**src/sv/mbd_pkg.sv**
```systemverilog
// ============================================================================
// mbd_pkg
// Shared types and constants of the multi-button debouncer.
// ============================================================================
`default_nettype none

package mbd_pkg;

    localparam int BUTTON_W  = 4;
    localparam int TIME_W    = 32;
    localparam int NUMBTN_W  = 5;
    localparam int MASK_W    = 16;
    localparam int DEBOUNCE_W = 16;
    localparam int ADDR_W    = 5;
    localparam int DATA_W    = 32;

    localparam logic [DEBOUNCE_W-1:0] DEBOUNCE_RST = 16'd5;

    typedef enum logic [1:0] {
        EV_PRESS   = 2'd0,
        EV_RELEASE = 2'd1,
        EV_CHANGE  = 2'd2
    } t_event;

    typedef enum logic [2:0] {
        REG_NUM_BUTTONS = 3'd0,
        REG_DEBOUNCE_MS = 3'd1,
        REG_EDGE_MODE   = 3'd2,
        REG_PRESS_EN    = 3'd3,
        REG_RELEASE_EN  = 3'd4
    } t_reg_idx;

    typedef struct packed {
        logic [NUMBTN_W-1:0]   num_buttons;
        logic [DEBOUNCE_W-1:0] debounce_ms;
        logic [MASK_W-1:0]     edge_mode;
        logic [MASK_W-1:0]     press_en;
        logic [MASK_W-1:0]     release_en;
    } t_cfg;

    typedef struct packed {
        logic [BUTTON_W-1:0] button;
        logic                level;
        logic [TIME_W-1:0]   now_ms;
    } t_sample;

    typedef struct packed {
        logic                fire;
        logic [BUTTON_W-1:0] button_id;
        t_event              ev;
        logic                level;
    } t_result;

endpackage

`default_nettype wire

```
**src/sv/mbd_if.sv**
```systemverilog
// ============================================================================
// mbd_sample_if / mbd_event_if
// Valid/ready channels for raw samples in and debounced events out.
// ============================================================================
`default_nettype none

interface mbd_sample_if;
    import mbd_pkg::*;

    logic                valid;
    logic                ready;
    logic [BUTTON_W-1:0] button;
    logic                level;
    logic [TIME_W-1:0]   now_ms;

    modport source (output valid, output button, output level, output now_ms, input ready);
    modport sink   (input valid, input button, input level, input now_ms, output ready);
endinterface

interface mbd_event_if;
    import mbd_pkg::*;

    logic                valid;
    logic                ready;
    logic [BUTTON_W-1:0] button_id;
    logic [1:0]          event_res;
    logic                stable_out;

    modport source (output valid, output button_id, output event_res, output stable_out,
                    input ready);
    modport sink   (input valid, input button_id, input event_res, input stable_out,
                    output ready);
endinterface

`default_nettype wire

```
**src/sv/mbd_cfg_regs.sv**
```systemverilog
// ============================================================================
// mbd_cfg_regs
// APB register file holding the debouncer configuration.
// ============================================================================
`default_nettype none

module mbd_cfg_regs (
    input  logic                        i_clk,
    input  logic                        i_rst_n,
    input  logic                        psel,
    input  logic                        penable,
    input  logic                        pwrite,
    input  logic [mbd_pkg::ADDR_W-1:0]  paddr,
    input  logic [mbd_pkg::DATA_W-1:0]  pwdata,
    output logic [mbd_pkg::DATA_W-1:0]  prdata,
    output logic                        pready,
    output mbd_pkg::t_cfg               o_cfg
);
    import mbd_pkg::*;

    t_cfg     r_cfg;
    t_reg_idx reg_idx;
    logic     wr_en;

    assign pready  = 1'b1;
    assign reg_idx = t_reg_idx'(paddr[ADDR_W-1:2]);
    assign wr_en   = psel && penable && pwrite && pready;
    assign o_cfg   = r_cfg;

    always_ff @(posedge i_clk) begin
        if (!i_rst_n) begin
            r_cfg.num_buttons <= '0;
            r_cfg.debounce_ms <= DEBOUNCE_RST;
            r_cfg.edge_mode   <= '0;
            r_cfg.press_en    <= '0;
            r_cfg.release_en  <= '0;
        end else if (wr_en) begin
            unique case (reg_idx)
                REG_NUM_BUTTONS: r_cfg.num_buttons <= pwdata[NUMBTN_W-1:0];
                REG_DEBOUNCE_MS: r_cfg.debounce_ms <= pwdata[DEBOUNCE_W-1:0];
                REG_EDGE_MODE:   r_cfg.edge_mode   <= pwdata[MASK_W-1:0];
                REG_PRESS_EN:    r_cfg.press_en    <= pwdata[MASK_W-1:0];
                REG_RELEASE_EN:  r_cfg.release_en  <= pwdata[MASK_W-1:0];
                default: ;
            endcase
        end
    end

    always_comb begin
        unique case (reg_idx)
            REG_NUM_BUTTONS: prdata = DATA_W'(r_cfg.num_buttons);
            REG_DEBOUNCE_MS: prdata = DATA_W'(r_cfg.debounce_ms);
            REG_EDGE_MODE:   prdata = DATA_W'(r_cfg.edge_mode);
            REG_PRESS_EN:    prdata = DATA_W'(r_cfg.press_en);
            REG_RELEASE_EN:  prdata = DATA_W'(r_cfg.release_en);
            default:         prdata = '0;
        endcase
    end

endmodule

`default_nettype wire

```
**src/sv/mbd_btn_state.sv**
```systemverilog
// ============================================================================
// mbd_btn_state
// Per-button raw, debounced and change-time state with the update logic.
// ============================================================================
`default_nettype none

module mbd_btn_state #(
    parameter int DEPTH = 16
) (
    input  logic             i_clk,
    input  logic             i_rst_n,
    input  mbd_pkg::t_cfg    i_cfg,
    input  mbd_pkg::t_sample i_item,
    input  logic             i_update,
    output mbd_pkg::t_result o_result
);
    import mbd_pkg::*;

    localparam int IDX_W = (DEPTH > 1) ? $clog2(DEPTH) : 1;
    localparam logic [NUMBTN_W-1:0] DEPTH_N = NUMBTN_W'(DEPTH);

    logic [DEPTH-1:0]  r_last_raw;
    logic [DEPTH-1:0]  r_debounced;
    logic [TIME_W-1:0] r_change_time [DEPTH];

    logic [IDX_W-1:0]  idx;
    logic              in_use;
    logic              raw_moved;
    logic [TIME_W-1:0] start_time;
    logic [TIME_W-1:0] held_for;
    logic              changed;
    logic              enabled;
    t_event            ev;

    assign idx    = i_item.button[IDX_W-1:0];
    assign in_use = ({1'b0, i_item.button} < i_cfg.num_buttons)
                 && ({1'b0, i_item.button} < DEPTH_N);

    always_comb begin
        raw_moved  = i_item.level != r_last_raw[idx];
        start_time = raw_moved ? i_item.now_ms : r_change_time[idx];
        // Wrapping difference: a timestamp that runs backwards counts as held.
        held_for   = i_item.now_ms - start_time;
        changed    = in_use && (held_for >= TIME_W'(i_cfg.debounce_ms))
                  && (i_item.level != r_debounced[idx]);

        if (i_cfg.edge_mode[i_item.button]) begin
            if (!i_item.level) begin
                ev      = EV_PRESS;
                enabled = i_cfg.press_en[i_item.button];
            end else begin
                ev      = EV_RELEASE;
                enabled = i_cfg.release_en[i_item.button];
            end
        end else begin
            ev      = EV_CHANGE;
            enabled = i_cfg.press_en[i_item.button];
        end

        o_result.fire      = changed && enabled;
        o_result.button_id = i_item.button;
        o_result.ev        = ev;
        o_result.level     = i_item.level;
    end

    always_ff @(posedge i_clk) begin
        if (!i_rst_n) begin
            r_last_raw  <= '1;
            r_debounced <= '1;
            for (int i = 0; i < DEPTH; i++) begin
                r_change_time[i] <= '0;
            end
        end else if (i_update && in_use) begin
            r_last_raw[idx] <= i_item.level;
            if (raw_moved) begin
                r_change_time[idx] <= i_item.now_ms;
            end
            if (changed) begin
                r_debounced[idx] <= i_item.level;
            end
        end
    end

endmodule

`default_nettype wire

```
**src/sv/multi_button_debouncer_core.sv**
```systemverilog
// ============================================================================
// multi_button_debouncer_core
// Debounces time-stamped raw samples of up to sixteen buttons into events.
// ============================================================================
// Path: an accepted sample is held in the sample register, and its result, if
//   it fires, moves into the event register, from which it is presented.
// Throughput: one sample per cycle while the event output is not stalled; the
//   single read-modify-write of the per-button state between the sample
//   register and the event register sets that figure.
// Reset (synchronous, active low): all buttons read released, change times
//   are zero, both pipeline registers are empty and registers take defaults.
`default_nettype none

module multi_button_debouncer_core #(
    parameter int BUTTONS = 16
) (
    input  logic                        i_clk,
    input  logic                        i_rst_n,
    mbd_sample_if.sink                  i_sample,
    mbd_event_if.source                 o_event,
    input  logic                        psel,
    input  logic                        penable,
    input  logic                        pwrite,
    input  logic [mbd_pkg::ADDR_W-1:0]  paddr,
    input  logic [mbd_pkg::DATA_W-1:0]  pwdata,
    output logic [mbd_pkg::DATA_W-1:0]  prdata,
    output logic                        pready
);
    import mbd_pkg::*;

    // Only the first sixteen buttons are addressable by the 4-bit index, so
    // state beyond that would never be touched.
    localparam int DEPTH = (BUTTONS < 16) ? BUTTONS : 16;

    t_cfg    cfg;
    t_result result;

    // Sample register (stage one) and event register (stage two).
    logic    r_in_valid, n_in_valid;
    t_sample r_in;
    logic    r_out_valid, n_out_valid;
    t_result r_out;

    logic    advance;
    logic    in_take;

    mbd_cfg_regs u_cfg (
        .i_clk   (i_clk),
        .i_rst_n (i_rst_n),
        .psel    (psel),
        .penable (penable),
        .pwrite  (pwrite),
        .paddr   (paddr),
        .pwdata  (pwdata),
        .prdata  (prdata),
        .pready  (pready),
        .o_cfg   (cfg)
    );

    // The state is read and written in the same cycle for the item held in
    // the sample register, so consecutive samples of one button see each
    // other's updates without any forwarding.
    mbd_btn_state #(
        .DEPTH (DEPTH)
    ) u_state (
        .i_clk    (i_clk),
        .i_rst_n  (i_rst_n),
        .i_cfg    (cfg),
        .i_item   (r_in),
        .i_update (advance),
        .o_result (result)
    );

    // The held sample moves on whenever the event register is free or is
    // being emptied this cycle, whether or not it produces an event.
    assign advance        = r_in_valid && (!r_out_valid || o_event.ready);
    assign i_sample.ready = !r_in_valid || advance;
    assign in_take        = i_sample.valid && i_sample.ready;

    always_comb begin
        n_in_valid = r_in_valid;
        if (i_sample.ready) begin
            n_in_valid = i_sample.valid;
        end

        n_out_valid = r_out_valid;
        if (advance) begin
            n_out_valid = result.fire;
        end else if (o_event.ready) begin
            n_out_valid = 1'b0;
        end
    end

    always_ff @(posedge i_clk) begin
        if (!i_rst_n) begin
            r_in_valid  <= 1'b0;
            r_out_valid <= 1'b0;
        end else begin
            r_in_valid  <= n_in_valid;
            r_out_valid <= n_out_valid;
        end
    end

    // Payload registers need no reset; their valid flags guard them.
    always_ff @(posedge i_clk) begin
        if (in_take) begin
            r_in.button <= i_sample.button;
            r_in.level  <= i_sample.level;
            r_in.now_ms <= i_sample.now_ms;
        end
        if (advance && result.fire) begin
            r_out <= result;
        end
    end

    assign o_event.valid      = r_out_valid;
    assign o_event.button_id  = r_out.button_id;
    assign o_event.event_res  = r_out.ev;
    assign o_event.stable_out = r_out.level;

endmodule

`default_nettype wire

```
**src/flat_wrapper.sv**
```systemverilog
// flat-port wrapper written by rule: the top's interface ports become plain ports
module multi_button_debouncer_core_flat import mbd_pkg::*;
#(
    parameter int BUTTONS = 16
)
  (i_clk, i_rst_n, psel, penable, pwrite, paddr, pwdata, prdata, pready, i_sample_valid, i_sample_button, i_sample_level, i_sample_now_ms, i_sample_ready, o_event_valid, o_event_button_id, o_event_event_res, o_event_stable_out, o_event_ready);
  mbd_sample_if i_sample_i ();
  mbd_event_if o_event_i ();
  input  logic i_clk;
  input  logic i_rst_n;
  input  logic psel;
  input  logic penable;
  input  logic pwrite;
  input  logic [mbd_pkg::ADDR_W-1:0] paddr;
  input  logic [mbd_pkg::DATA_W-1:0] pwdata;
  output logic [mbd_pkg::DATA_W-1:0] prdata;
  output logic pready;
  input wire logic [$bits(i_sample_i.valid)-1:0] i_sample_valid;
  input wire logic [$bits(i_sample_i.button)-1:0] i_sample_button;
  input wire logic [$bits(i_sample_i.level)-1:0] i_sample_level;
  input wire logic [$bits(i_sample_i.now_ms)-1:0] i_sample_now_ms;
  output wire logic [$bits(i_sample_i.ready)-1:0] i_sample_ready;
  output wire logic [$bits(o_event_i.valid)-1:0] o_event_valid;
  output wire logic [$bits(o_event_i.button_id)-1:0] o_event_button_id;
  output wire logic [$bits(o_event_i.event_res)-1:0] o_event_event_res;
  output wire logic [$bits(o_event_i.stable_out)-1:0] o_event_stable_out;
  input wire logic [$bits(o_event_i.ready)-1:0] o_event_ready;
  assign i_sample_i.valid = i_sample_valid;
  assign i_sample_i.button = i_sample_button;
  assign i_sample_i.level = i_sample_level;
  assign i_sample_i.now_ms = i_sample_now_ms;
  assign i_sample_ready = i_sample_i.ready;
  assign o_event_valid = o_event_i.valid;
  assign o_event_button_id = o_event_i.button_id;
  assign o_event_event_res = o_event_i.event_res;
  assign o_event_stable_out = o_event_i.stable_out;
  assign o_event_i.ready = o_event_ready;
  multi_button_debouncer_core #(.BUTTONS(BUTTONS)) u_core (.i_clk(i_clk), .i_rst_n(i_rst_n), .i_sample(i_sample_i), .o_event(o_event_i), .psel(psel), .penable(penable), .pwrite(pwrite), .paddr(paddr), .pwdata(pwdata), .prdata(prdata), .pready(pready));
endmodule
```
**config.mk**
```make
export PLATFORM = sky130hd
export DESIGN_NAME = multi_button_debouncer_core_flat
export DESIGN_NICKNAME = d
export VERILOG_FILES = /design/src/sv/mbd_pkg.sv /design/src/sv/mbd_if.sv /design/src/sv/mbd_cfg_regs.sv /design/src/sv/mbd_btn_state.sv /design/src/sv/multi_button_debouncer_core.sv /design/src/flat_wrapper.sv
export SDC_FILE = /design/constraint.sdc
export NUM_CORES = 1
export LEC_CHECK = 0
export BUFFER_PORTS_ARGS = -buffer_cell sky130_fd_sc_hd__buf_2
export CELL_PAD_IN_SITES_DETAIL_PLACEMENT = 0
export CELL_PAD_IN_SITES_GLOBAL_PLACEMENT = 1
export CORE_MARGIN = 8
export CORE_UTILIZATION = 52
export CTS_CLUSTER_SIZE = 28
export DETAILED_ROUTE_END_ITERATION = 7
export PLACE_DENSITY = 0.88
export SLEW_MARGIN = 30
export SYNTH_ARGS = -nofsm -noshare
export SYNTH_HDL_FRONTEND = slang
export SYNTH_SLANG_ARGS = --single-unit
export TNS_END_PERCENT = 50
```
**constraint.sdc**
```tcl
create_clock -name i_clk -period 9.26 [get_ports i_clk]
set_clock_uncertainty 0.2 [all_clocks]
set_input_delay 2.315 -clock i_clk [delete_from_list [all_inputs] [get_ports i_clk]]
set_output_delay 2.315 -clock i_clk [all_outputs]
set_load 0.03 [all_outputs]
```
== Word level (Yosys, flattened, before mapping) ==
Memory sizes are Yosys's and may differ from the RTL's. A register that Yosys moved wholly into a read port is not among the register bits.
Index checks and enable logic that the tools add are counted.
W data, S select, Z words.

* Flip-flop bits (word level): 147
* Memory bits (writable): 512
* Input port bits: 81
* Output and inout bits: 42
* Memories: 1

{| class="wikitable"
|+ Memories
! name !! depth !! bits a word !! read ports !! clocked after memory_dff !! wr ports !! line !! RTL
|-
| u_core.u_state.r_change_time || 16 || 32 || 1 || 1 || 16 || mbd_btn_state.sv:24 || <nowiki>logic [TIME_W-1:0] r_change_time [DEPTH];</nowiki>
|}

* Add/sub/neg operators: 1
* Magnitude comparators: 4
* Equal/unequal tests: 6
* Muxes and demuxes: 30
* Reduce and logical (&&, ||, !) cells: 23

{| class="wikitable"
|+ Operators with widths
! cell !! count
|-
| $pmux W16 S5 || 1
|-
| $mux W32 || 2
|-
| $bwmux W16 || 2
|-
| $ge A32 B16 Y1 || 1
|-
| $reduce_or A32 Y1 || 1
|-
| $sub A32 B32 Y32 || 1
|-
| $bmux W1 S4 || 5
|-
| $mux W1 || 17
|-
| $reduce_and A2 Y1 || 6
|-
| $logic_and A1 B1 Y1 || 10
|-
| $mux W4 || 2
|-
| $eq A3 B2 Y1 const B || 2
|-
| $lt A4 B5 Y1 || 1
|-
| $lt A4 B5 Y1 const B || 1
|-
| $demux W1 S4 || 1
|-
| $ge A4 B1 Y1 const B || 1
|-
| $eq A3 B1 Y1 const B || 1
|-
| $eq A3 B3 Y1 const B || 1
|-
| $logic_not A3 Y1 || 1
|-
| $logic_not A1 Y1 || 2
|-
| $logic_or A1 B1 Y1 || 2
|-
| $ne A1 B1 Y1 || 2
|-
| $reduce_bool A2 Y1 || 1
|}

== Logic depth before layout (Yosys ltp) ==
Gate-level depths: netlist of the first run.

* Depth after elaboration: 10
* Mapped depth: 27
* Mapped depth without buffers: 24

== Modules after synthesis ==
Synthesis of the first run repeated with hierarchy kept, for this count alone.

* Cell total of the unflattened synthesis: 2406
* Area total of the unflattened synthesis: 32834.0 um^2

{| class="wikitable"
|+ By module, submodules not included
! module !! times used !! cells an instance !! area each (um^2) !! sequential area each (um^2)
|-
| mbd_btn_state || 1 || 2012 || 28109.5 || 16015.4
|-
| mbd_cfg_regs || 1 || 337 || 3290.7 || 1381.3
|-
| multi_button_debouncer_core || 1 || 57 || 1433.9 || 1361.3
|}

== Least setup slack after synthesis of the first run ==
OpenSTA, ideal clock, no wires.

* Kind: register to register
* From: reg with a tool-made name
* To: reg u_core.r_out (netlist bit u_core.o_event.button_id[0]), enable pin
* Arrival: 6.819 ns
* Required time: 8.788 ns
* Path slack: 1.969 ns
* Cell stages (with the launch flop): 24
* Buffers on the path: 3
* Period minus slack after synthesis: 7.291 ns
* Path through: dfxtp_1 -> buf_1 -> buf_1 -> mux4_2 -> mux4_2 -> mux2_2 -> ha_1 -> fa_1 -> nand2b_1 -> a21oi_1 -> o211ai_1 -> a211oi_2 -> nor2_1 -> xnor2_1 -> ha_1 -> nand4_1 -> nor2_1 -> or4_1 -> nor4_2 -> nand4b_1 -> or4_4 -> nor4_4 -> buf_6 -> and3b_1

{| class="wikitable"
|+ RTL lines
! what !! line !! RTL
|-
| to (signal assigned) || multi_button_debouncer_core.sv:112 || <nowiki>r_out <= result;</nowiki>
|-
| to (decl) || multi_button_debouncer_core.sv:42 || <nowiki>t_result r_out;</nowiki>
|}

== Worst setup path in the final report of the first run ==
* From: reg u_core.r_in[34] (netlist name)
* To: reg u_core.r_out (netlist bit u_core.o_event.button_id[1]), enable pin

* Longest elaborated chain between the ends: 10

{| class="wikitable"
|+ RTL lines
! what !! line !! RTL
|-
| from (decl) || multi_button_debouncer_core.sv:40 || <nowiki>t_sample r_in;</nowiki>
|-
| $bmux W1 S4 || mbd_btn_state.sv:40 || <nowiki>raw_moved = i_item.level != r_last_raw[idx];</nowiki>
|-
| $mux W1 (not written as such) || mbd_btn_state.sv:40 ||
|-
| $ne A1 B1 Y1 || mbd_btn_state.sv:40 ||
|-
| $mux W32 || mbd_btn_state.sv:41 || <nowiki>start_time = raw_moved ? i_item.now_ms : r_change_time[idx];</nowiki>
|-
| $sub A32 B32 Y32 || mbd_btn_state.sv:43 || <nowiki>held_for = i_item.now_ms - start_time;</nowiki>
|-
| $ge A32 B16 Y1 || mbd_btn_state.sv:44 || <nowiki>changed = in_use && (held_for >= TIME_W'(i_cfg.debounce_ms))</nowiki>
|-
| $logic_and A1 B1 Y1 || mbd_btn_state.sv:44 ||
|-
| $logic_and A1 B1 Y1 || mbd_btn_state.sv:45 || <nowiki>&& (i_item.level != r_debounced[idx]);</nowiki>
|-
| $logic_and A1 B1 Y1 * || mbd_btn_state.sv:60 || <nowiki>o_result.fire = changed && enabled;</nowiki>
|-
| $logic_and A1 B1 Y1 * || multi_button_debouncer_core.sv:111 || <nowiki>if (advance && result.fire) begin</nowiki>
|}

Every way passes the cells marked *; elsewhere a longest branch is shown, timed or not. The select of a mux whose other input is x is not followed.
A chain may end at the register's enable or synchronous reset.

==> results of run 1 <==
[cell families (layout without fill, tap and decap cells)]
kind of cell,Yosys count,count (layout),synth area share
AND/OR/NAND/NOR,888,888,0.152
flip-flops,663,663,0.584
AO/OA/AOI/OAI,282,282,0.0536
multiplexers,261,261,0.152
buffers and inverters,258,304,0.0329
adder cells (fa/ha/maj),51,51,0.0200
XOR/XNOR,19,19,0.00516
other,2,18,0.000233
[Yosys cell counts (37+ instances only)]
| master | count | area, um^2 |
|---|---|---|
| nand3_1 | 44 | 220 |
| edfxtp_1 | 556 | 16700 |
| dfxtp_1 | 107 | 2140 |
| mux4_2 | 183 | 4120 |
| mux2i_1 | 68 | 681 |
| o21ai_0 | 65 | 325 |
| nand2_1 | 177 | 664 |
| a21oi_1 | 94 | 470 |
| and3_1 | 96 | 601 |
| nor3_1 | 37 | 185 |
| clkbuf_1 | 182 | 683 |
| nor2_1 | 67 | 251 |
| and2_1 | 395 | 2470 |
| ha_1 | 50 | 626 |
[cell type report]
class / count / area, um^2 / area share
diodes: 1 / 2.50 / 0.0000702
clock buffers: 95 / 1930 / 0.0542
clock inverters: 30 / 219 / 0.00614
inverters: 36 / 140 / 0.00393
multi-input cells: 1518 / 12600 / 0.355
flip-flops and latches: 663 / 18800 / 0.529
well taps: 790 / 988 / 0.0277
repair buffers: 143 / 863 / 0.0242
[registers in the layout, indices dropped and copies added, names as in the netlist, named ones only]
register                      flops
u_core.r_in_valid                 1
u_core.r_in                      37
u_core.u_state.r_change_time    512
u_core.o_event.stable_out         1
u_core.o_event.event_res          2
u_core.u_state.r_debounced       16
u_core.u_cfg.o_cfg               69
u_core.u_state.r_last_raw        16
u_core.o_event.valid              1
u_core.o_event.button_id          4
[metrics by stage]
stage | cells | power [mW]
global route | 3276 | 7.29
finish | 3276 | 7.05
detailed placement | 3150 | 4.43
CTS | 3275 | 7.07
global placement | 3149 | 4.41
floorplan | 2439 | 4.14
[critical path, stage by stage (launching register included)]
cell,delay [ns]
edfxtp_1,0.82
mux4_2,0.61
mux2i_1,0.16
mux2i_1,0.16
xor2_4,0.15
buf_4,0.36
mux2_2,0.39
ha_1,0.24
fa_1,0.47
nand2b_1,0.20
a21oi_1,0.33
o211ai_1,0.22
a211oi_2,0.37
nor2_1,0.15
xnor2_1,0.16
ha_1,0.31
nand4_1,0.10
nor2_1,0.07
or4_1,0.53
nor4_2,0.14
nand4b_1,0.12
or4_4,0.55
nor4_4,0.43
buf_4,0.29
and3b_1,0.35
[power groups by stage]
stage / Sequential (mW) / Clock, mW / Combinational (mW)
final: 3.42 / 2.67 / 0.968
after detailed placement: 3.48 / 0 / 0.952
after floorplan: 3.42 / 0 / 0.724
after global routing: 3.43 / 2.81 / 1.05
after CTS: 3.42 / 2.69 / 0.960
after global placement: 3.47 / 0 / 0.943
[layer usage]
| metal | wire, um | part of all wire | vias to the layer above |
|---|---|---|---|
| met5 | 0 | 0 | - |
| met4 | 2740 | 0.032 | 0 |
| met3 | 7700 | 0.089 | 184 |
| met2 | 41500 | 0.48 | 1042 |
| met1 | 34700 | 0.40 | 10700 |
| li1 | - | - | 9026 |
[layout by cell type (no fill, tap or decap), drive strengths merged, types with 6 or more instances in the layout]
master  netlist  routed
nor2         67      67
dfxtp       107     107
mux4        183     183
mux2         10      10
nand4        16      16
buf          40     143
nor4         15      15
nand2       177     177
clkbuf      182      95
nor2b         7       7
a31oi         7       7
nand3        44      44
o211ai       20      20
xnor2        12      12
o21a          8       8
nor3         37      37
o21ai        66      66
edfxtp      556     556
and3         96      96
conb          2      17
and2        395     395
inv          34      37
ha           50      50
nand2b       13      13
or3           6       6
mux2i        68      68
xor2          7       7
clkinv        2      27
a22oi        22      22
o22ai        19      19
a21oi        94      94
a21o         11      11
[final timing paths]
| path | from | endpoint | slack [ns] |
|---|---|---|---|
| min reg2reg | u_core.u_state.r_last_raw[4]$_SDFFE_PN1P_ | u_core.u_state.r_last_raw[4]$_SDFFE_PN1P_ | 0.27 |
| min | u_core.u_state.r_last_raw[4]$_SDFFE_PN1P_ | u_core.u_state.r_last_raw[4]$_SDFFE_PN1P_ | 0.27 |
| max reg2reg | u_core.r_in[34]$_DFFE_PP_ | u_core.o_event.button_id[1]$_DFFE_PP_ | 1.05 |
| max | u_core.r_in[34]$_DFFE_PP_ | u_core.o_event.button_id[1]$_DFFE_PP_ | 1.05 |
==> qor.csv, run 1 <==
metric,value,unit
outcome,"complete, no violations",
Initial Util,0.525,
Fill cells,4805,
grt ovf,0,
post-cts resize count,0,
setup slack after layout,1.05,ns
register area share after synthesis,0.584,
Pwr Density,198,nW/um^2
Final Cell Area,35600,um^2
relative slew slack,0.357,
postcts setup bufs,0,
first-pass GRT wire length,130000,um
I/O pin cnt,123,
"Data arrival, critical path",8.33,ns
CTS H-tree depth,3,
Wirelength per Cell,26.5,um
Tot GR Track Use,0.244,
Setup crit end kind,flip-flop,
Pre-antenna DRT Iters,5,
combinational share of power,0.137,
Peak supply drop,0.142,mV
"Cell Area, Synth",32200,um^2
fin nets,2565,
M1 GR Usage,0.332,
setup tns final,0,ns
gr busiest metal,met2,
clk slew on worst S/H paths,0.06,ns
met3 global-route usage,0.0448,
Row Count,91,
post-layout util,0.580,
Placed Area,33500,um^2
cell-internal power,5.22,mW
worst hold slack,0.272,ns
CP Max Fanout,18,
leading register cell type out of synthesis,edfxtp_1,
Synth Instances,2424,
post-place setup slack,1.16,ns
Sequential Power Share,0.485,
Die Wd,265,um
Die Height,265,um
Lkg Pwr,13.2,nW
min Tclk post-route,8.21,ns
TritonCTS buffer count,71,
initial antenna violation count,4,
endpoints failing hold,0,
drt total wl,86700,um
syn_area_per_cell,13.3,um^2
Net Sw Frac,0.260,
dpl hpwl,51700,um
synthesized flop and latch total,663,
CORE AREA,61500,um^2
via count,21000,
layout cells sized above 1,0.194,
IO buf count,87,
Slew @ Worst Pin,0.963,ns
final max-slew violation count,0,
Clk network pwr share,0.378,
Area Overhead vs Synth,10.5,%
RSZ-0062 raised after global routing,no,
Yosys warning total,0,
vias in the first global route,21100,
CTS tree,built,
vias per inst,6.40,
WP data required,9.39,ns
CTS sink cnt,663,
Routed Antenna Nets,0,
Clock Path Buffers,3,
met2 GRT Util,0.399,
# DRC,0,
worst skew pair latency,0.63,ns
violation count after the first detailed-route iteration,2713,
max cap viols,0,
Hold Buf Count CTS,0,
period utilization,0.886,
Hold Path Class,reg -> reg,
hold depth,2,
Max Freq,122,MHz
root buffer cell,clkbuf_16,
die area,70200,um^2
startpoint types,flip-flop,
synth unique cells,67,
Setup CP Type,reg -> reg,
RD Place Congestion,0.939,
"Async S/R FF share, synth",0,
"EDFF count, synth",556,
Worst R2R Path Depth,24,
largest net degree at the start of global routing,69,
endpoints failing setup,0,
Psw,1.84,mW
Note: power is estimated with default switching activity, not from simulation.
==> run 2: changes to the inputs <==
- BUFFER_PORTS_ARGS: -buffer_cell sky130_fd_sc_hd__buf_2 -> not set
- CORE_UTILIZATION: 52 -> 53
- DONT_BUFFER_PORTS: not set -> 1
- PLACE_DENSITY: 0.88 -> 0.87
- TNS_END_PERCENT: 50 -> not set
==> run 2 against run 1 <==
Net effect: combinational power down 4.0%; register-to-register slack worse by 0.04 ns; core utilization up 0.50 points; highest routed layer is now met5.
==> qor.csv, run 2 (same netlist as run 1, synthesis figures left out) <==
metric,value,unit
"commonest non-fill, non-tap cell in the layout",edfxtp_1,
CTS tree,built,
Die Wd,263,um
IO buf count,0,
Largest Register,u_core.u_state.r_change_time,
final max-slew violation count,0,
Net Sw Frac,0.254,
Clk network pwr share,0.384,
hold endpoint,u_core.u_cfg.o_cfg[34]$_SDFFE_PN0P_,
via count,20500,
Psw,1.79,mW
Routed Antenna Nets,0,
Max Freq,121,MHz
initial antenna violation count,6,
max cap viols,0,
Lkg Pwr,12.9,nW
outcome,"complete, no violations",
reg2reg end,u_core.u_state.r_debounced[5]$_SDFFE_PN1P_,
endpoints failing hold,0,
min Tclk post-route,8.25,ns
Initial Util,0.535,
Pwr Density,201,nW/um^2
Sequential Power Share,0.484,
RSZ-0062 raised after global routing,no,
die area,69000,um^2
postcts setup bufs,0,
first-pass GRT wire length,128000,um
Peak supply drop,0.156,mV
I/O pin cnt,123,
TritonCTS buffer count,71,
relative slew slack,0.339,
Clock Path Buffers,3,
Slew @ Worst Pin,0.992,ns
layout cells sized above 1,0.165,
drt total wl,86100,um
number of diodes,0,
fin nets,2476,
hold depth,2,
Hold Path Class,reg -> reg,
grt ovf,0,
post-place setup slack,1.09,ns
R2R setup slack,1.01,ns
Row Count,90,
CTS sink cnt,663,
cell-internal power,5.27,mW
CP Max Fanout,18,
Hold Buf Count CTS,0,
root buffer cell,clkbuf_16,
"Data arrival, critical path",8.58,ns
Setup crit end kind,flip-flop,
dpl hpwl,50900,um
vias in the first global route,20800,
setup slack after layout,1.01,ns
startpoint types,flip-flop,
Worst R2R Path Depth,25,
Area Overhead vs Synth,9.21,%
Pre-antenna DRT Iters,6,
post-cts resize count,0,
setup tns final,0,ns
CTS H-tree depth,3,
CORE AREA,60200,um^2
WP data required,9.59,ns
endpoints failing setup,0,
Setup CP Type,reg -> reg,
total power draw,7.07,mW
max reg flops,512,
# DRC,0,
clk slew on worst S/H paths,0.06,ns
period utilization,0.891,
Wirelength per Cell,27.1,um
vias per inst,6.45,
Die Height,263,um
HP Start,u_core.u_cfg.o_cfg[34]$_SDFFE_PN0P_,
largest net degree at the start of global routing,69,
violation count after the first detailed-route iteration,2427,
combinational share of power,0.131,
RR Startpoint,u_core.r_in[34]$_DFFE_PP_,
Tot GR Track Use,0.245,
most frequent cells in the layout,"edfxtp_1, and2_1, mux4_2",
RD Place Congestion,0.924,
worst skew pair latency,0.63,ns
run 2: cell types whose count changed in the layout (fill, tap and decap cells not counted), moves of 2 or more:
cell | before | now
buf_2 | 87 | 0
buf_6 | 2 | 0
bufinv_16 | 1 | 3
clkbuf_1 | 19 | 22
clkbuf_16 | 73 | 75
clkbuf_8 | 2 | 0
clkinv_8 | 3 | 0
inv_6 | 2 | 5
run 2: worst max-delay path by stage:
stage	startpoint	to	slack [ns]
5_1_grt	u_core.r_in[34]$_DFFE_PP_	u_core.u_state.r_debounced[13]$_SDFFE_PN1P_	0.56
2_1_floorplan	flip-flop	u_core.o_event.button_id[0]$_DFFE_PP_	1.97
6_report	u_core.r_in[34]$_DFFE_PP_	u_core.u_state.r_debounced[5]$_SDFFE_PN1P_	1.01
4_1_cts	u_core.r_in[34]$_DFFE_PP_	u_core.u_state.r_debounced[5]$_SDFFE_PN1P_	1.06
3_5_place_dp	u_core.r_in[34]$_DFFE_PP_	u_core.u_state.r_debounced[5]$_SDFFE_PN1P_	1.09
3_3_place_gp	u_core.r_in[34]$_DFFE_PP_	u_core.o_event.button_id[0]$_DFFE_PP_	1.16
run 2: final cells by class:
type	instances	area [um^2]
fill	4608	25000
clock buffer	97	1960
multi-input combinational	1518	12600
sequential	663	18800
clock inverter	30	230
tap	782	978
inverter	36	140
timing repair buffer	54	418
run 2: critical path, cell delays in order (launching register included):
cell,delay (ns)
edfxtp_1,0.83
mux4_2,0.59
mux2i_1,0.17
mux2i_1,0.18
xor2_4,0.15
buf_4,0.31
mux2_2,0.39
ha_1,0.24
fa_1,0.47
nand2b_1,0.19
a21oi_1,0.35
o211ai_1,0.22
a211oi_2,0.38
nor2_1,0.14
xnor2_1,0.17
ha_1,0.31
nand4_1,0.10
nor2_1,0.08
or4_1,0.54
nor4_2,0.15
nand4b_1,0.12
or4_4,0.54
nor4_4,0.76
buf_4,0.33
o21ai_0,0.12
o211ai_1,0.11
run 2: power by group through the flow:
stage / combinational [mW] / clock, mW / sequential, mW
floorplan: 0.724 / 0 / 3.42
global placement: 0.910 / 0 / 3.47
detailed placement: 0.921 / 0 / 3.48
CTS: 0.926 / 2.75 / 3.42
global route: 1.01 / 2.86 / 3.44
finish: 0.929 / 2.71 / 3.42
run 2: metrics by stage:
stage               hold WS, ns  area, um^2   util  instances
detailed placement        0.250       33000  0.548       3053
global placement          0.253       33000  0.548       3053
floorplan                 0.224       32300      -       2439
CTS                       0.267       35200  0.585       3180
global route              0.287       35200  0.585       3180
finish                    0.265       35200  0.585       3180
run 2: layer usage:
layer	vias to the layer above	part of all wire	GRT usage
li1	8844	-	-
met1	10400	0.39	0.323
met2	1081	0.48	0.399
met3	172	0.096	0.0490
met4	6	0.033	0.0945
met5	-	0.00046	0
==> run 3: changes to the inputs <==
- ABC_AREA: not set -> 1
- CORE_UTILIZATION: 53 -> 50
- PLACE_DENSITY: 0.87 -> 0.88
==> run 3 against run 2 <==
Net effect: die area up 4.1%; via count up 22%; non-clock buffer count down 6; sequential share of layout area up 1.2 points; combinational power up 11%; routed wire length up 15%; register-to-register slack better by 0.70 ns; flip-flop and latch count unchanged; clock power about the same; sequential power about the same; core utilization down 3.7 points; fmax up 9.3%; critical path type unchanged; highest routed layer unchanged.
==> qor.csv, run 3 <==
metric,value,unit
endpoints failing hold,0,
Crit-path slowest cell,edfxtp_1,
period utilization,0.815,
Placed Area,32300,um^2
Synth area leaders,"edfxtp_1, nor2_1, dfxtp_1, o21ai_0, nand2_1",
Worst Path Buf+Inv,2,
vias per inst,5.91,
postcts setup bufs,0,
Lkg Pwr,13.5,nW
max reg flops,512,
Synth Instances,3456,
RD Place Congestion,0.945,
"slowest stage delay, CP",0.66,ns
Wirelength per Cell,23.3,um
Slew @ Worst Pin,1.02,ns
Setup crit start,u_core.r_in[33]$_DFFE_PP_,
initial antenna violation count,7,
min Tclk post-route,7.55,ns
R2R setup slack,1.71,ns
root buffer cell,clkbuf_16,
die area,71800,um^2
largest net degree at the start of global routing,148,
worst skew pair latency,0.61,ns
# DRC,0,
post-cts resize count,0,
RSZ-0062 raised after global routing,no,
worst setup path end,u_core.o_event.button_id[0]$_DFFE_PP_,
startpoint types,flip-flop,
post-place setup slack,1.95,ns
Largest Register,u_core.u_state.r_change_time,
Clock Path Buffers,3,
clk slew on worst S/H paths,0.06,ns
Max Freq,132,MHz
Hold Buf Count CTS,0,
Hold Path Class,reg -> reg,
synth cell count leaders,"nor2_1, edfxtp_1, nand2_1",
critical path's top delay family,simple AND/OR/NAND/NOR gates,
"Cell Area, Synth",31800,um^2
CORE AREA,63000,um^2
relative slew slack,0.315,
Routed Antenna Nets,0,
reg2reg end,u_core.o_event.button_id[0]$_DFFE_PP_,
IO buf count,0,
sequential cell area,18900,um^2
Setup CP Type,reg -> reg,
grt ovf,0,
I/O pin cnt,123,
Initial Util,0.504,
CTS H-tree depth,3,
violation count after the first detailed-route iteration,2686,
area of the multi-input gates,11100,um^2
"Async S/R FF share, synth",0,
Final Cell Area,34500,um^2
post-synth top area share,0.526,
vias in the first global route,23400,
layout cells sized above 1,0.0576,
CP Max Fanout,64,
WP data required,9.39,ns
endpoints failing setup,0,
CTS sink cnt,663,
"Data arrival, critical path",7.68,ns
total power draw,7.10,mW
Fill cells,5644,
Die Wd,268,um
Yosys warning total,0,
outcome,"complete, no violations",
synthesized flop and latch total,663,
Worst R2R Path Depth,30,
Die Height,268,um
Area Overhead vs Synth,8.57,%
final max-slew violation count,0,
first-pass GRT wire length,145000,um
synth unique cells,46,
Setup crit end kind,flip-flop,
setup tns final,0,ns
leading register cell type out of synthesis,edfxtp_1,
Peak supply drop,0.158,mV
Pwr Density,206,nW/um^2
Pre-antenna DRT Iters,6,
drt total wl,99100,um
max cap viols,0,
register area share after synthesis,0.593,
most frequent cells in the layout,"nor2_1, edfxtp_1, nand2_1",
CTS tree,built,
setup slack after layout,1.71,ns
Row Count,92,
Worst path most repeated cell,nand2_1,
syn_area_per_cell,9.19,um^2
"EDFF count, synth",556,
via count,25100,
top-count cell post-synth,nor2_1,
"area leader, netlist",edfxtp_1,
Tot GR Track Use,0.270,
CP Depth,30,
"commonest non-fill, non-tap cell in the layout",nor2_1,
RR Startpoint,u_core.r_in[33]$_DFFE_PP_,
fin nets,3479,
dpl hpwl,56900,um
TritonCTS buffer count,69,
run 3: changes by cell type in the layout (fill, tap and decap cells not counted), sizes merged, moves of 62 or more:
cell    delta
and2     -393
and3      -96
inv      +193
mux2i     -68
mux4     -183
nand2    +260
nand3     +73
nor2     +882
o21ai    +329
o221ai    +68
o22ai     +62
run 3: metrics by stage:
| step | utilization | hold WS (ns) | cells |
|---|---|---|---|
| 5_1_grt | 0.547 | 0.270 | 4247 |
| 4_1_cts | 0.547 | 0.255 | 4247 |
| 2_1_floorplan | - | 0.226 | 3471 |
| 6_report | 0.548 | 0.258 | 4250 |
| 3_3_place_gp | 0.513 | 0.239 | 4122 |
| 3_5_place_dp | 0.513 | 0.242 | 4122 |
run 3: cells by family after synthesis:
| logic type | after synthesis | synth area share |
|---|---|---|
| buf+inv | 491 | 0.0628 |
| fa+ha+maj | 51 | 0.0203 |
| other cells | 2 | 0.000237 |
| compound gates | 699 | 0.129 |
| flops | 663 | 0.593 |
| simple gates | 1534 | 0.190 |
| xor+xnor | 16 | 0.00441 |
run 3: power breakdown:
| group | switching (mW) | leakage (nW) | internal, mW |
|---|---|---|---|
| Combinational | 0.727 | 5.88 | 0.299 |
| Clock | 1.16 | 1.06 | 1.52 |
| Sequential | 0.0661 | 6.58 | 3.32 |
run 3: worst min path at each step:
stage | start | slack [ns] | cells after the start | to
2_1_floorplan | u_core.u_state.r_debounced[4]$_SDFFE_PN1P_ | 0.23 | 2 | u_core.u_state.r_debounced[4]$_SDFFE_PN1P_
3_3_place_gp | u_core.u_state.r_debounced[6]$_SDFFE_PN1P_ | 0.24 | 2 | u_core.u_state.r_debounced[6]$_SDFFE_PN1P_
3_5_place_dp | u_core.u_state.r_debounced[8]$_SDFFE_PN1P_ | 0.24 | 2 | u_core.u_state.r_debounced[8]$_SDFFE_PN1P_
6_report | u_core.u_state.r_debounced[9]$_SDFFE_PN1P_ | 0.26 | 2 | u_core.u_state.r_debounced[9]$_SDFFE_PN1P_
4_1_cts | u_core.u_state.r_debounced[14]$_SDFFE_PN1P_ | 0.26 | 2 | u_core.u_state.r_debounced[14]$_SDFFE_PN1P_
5_1_grt | u_core.u_state.r_debounced[12]$_SDFFE_PN1P_ | 0.27 | 2 | u_core.u_state.r_debounced[12]$_SDFFE_PN1P_
run 3: final cells by class:
| cell class | instances | share of cell area |
|---|---|---|
| multi-input cells | 2317 | 0.321 |
| inverters | 248 | 0.0272 |
| diodes | 3 | 0.000218 |
| repair buffers | 48 | 0.0115 |
| clock inverters | 31 | 0.00631 |
| flip-flops and latches | 663 | 0.547 |
| well taps | 846 | 0.0307 |
| clock buffers | 94 | 0.0561 |
run 3: worst min-delay path: cells and delay by family (launching register included):
family / cells / cell delay, ns
AND/OR/NAND/NOR: 2 / 0.11
flip-flops: 1 / 0.31
run 3: per-layer routing:
layer,GRT usage,routed length [um],vias to the layer above
li1,-,-,11500
met1,0.337,37400,12000
met2,0.455,47500,1324
met3,0.0506,9900,281
met4,0.122,4240,8
met5,0,58,-
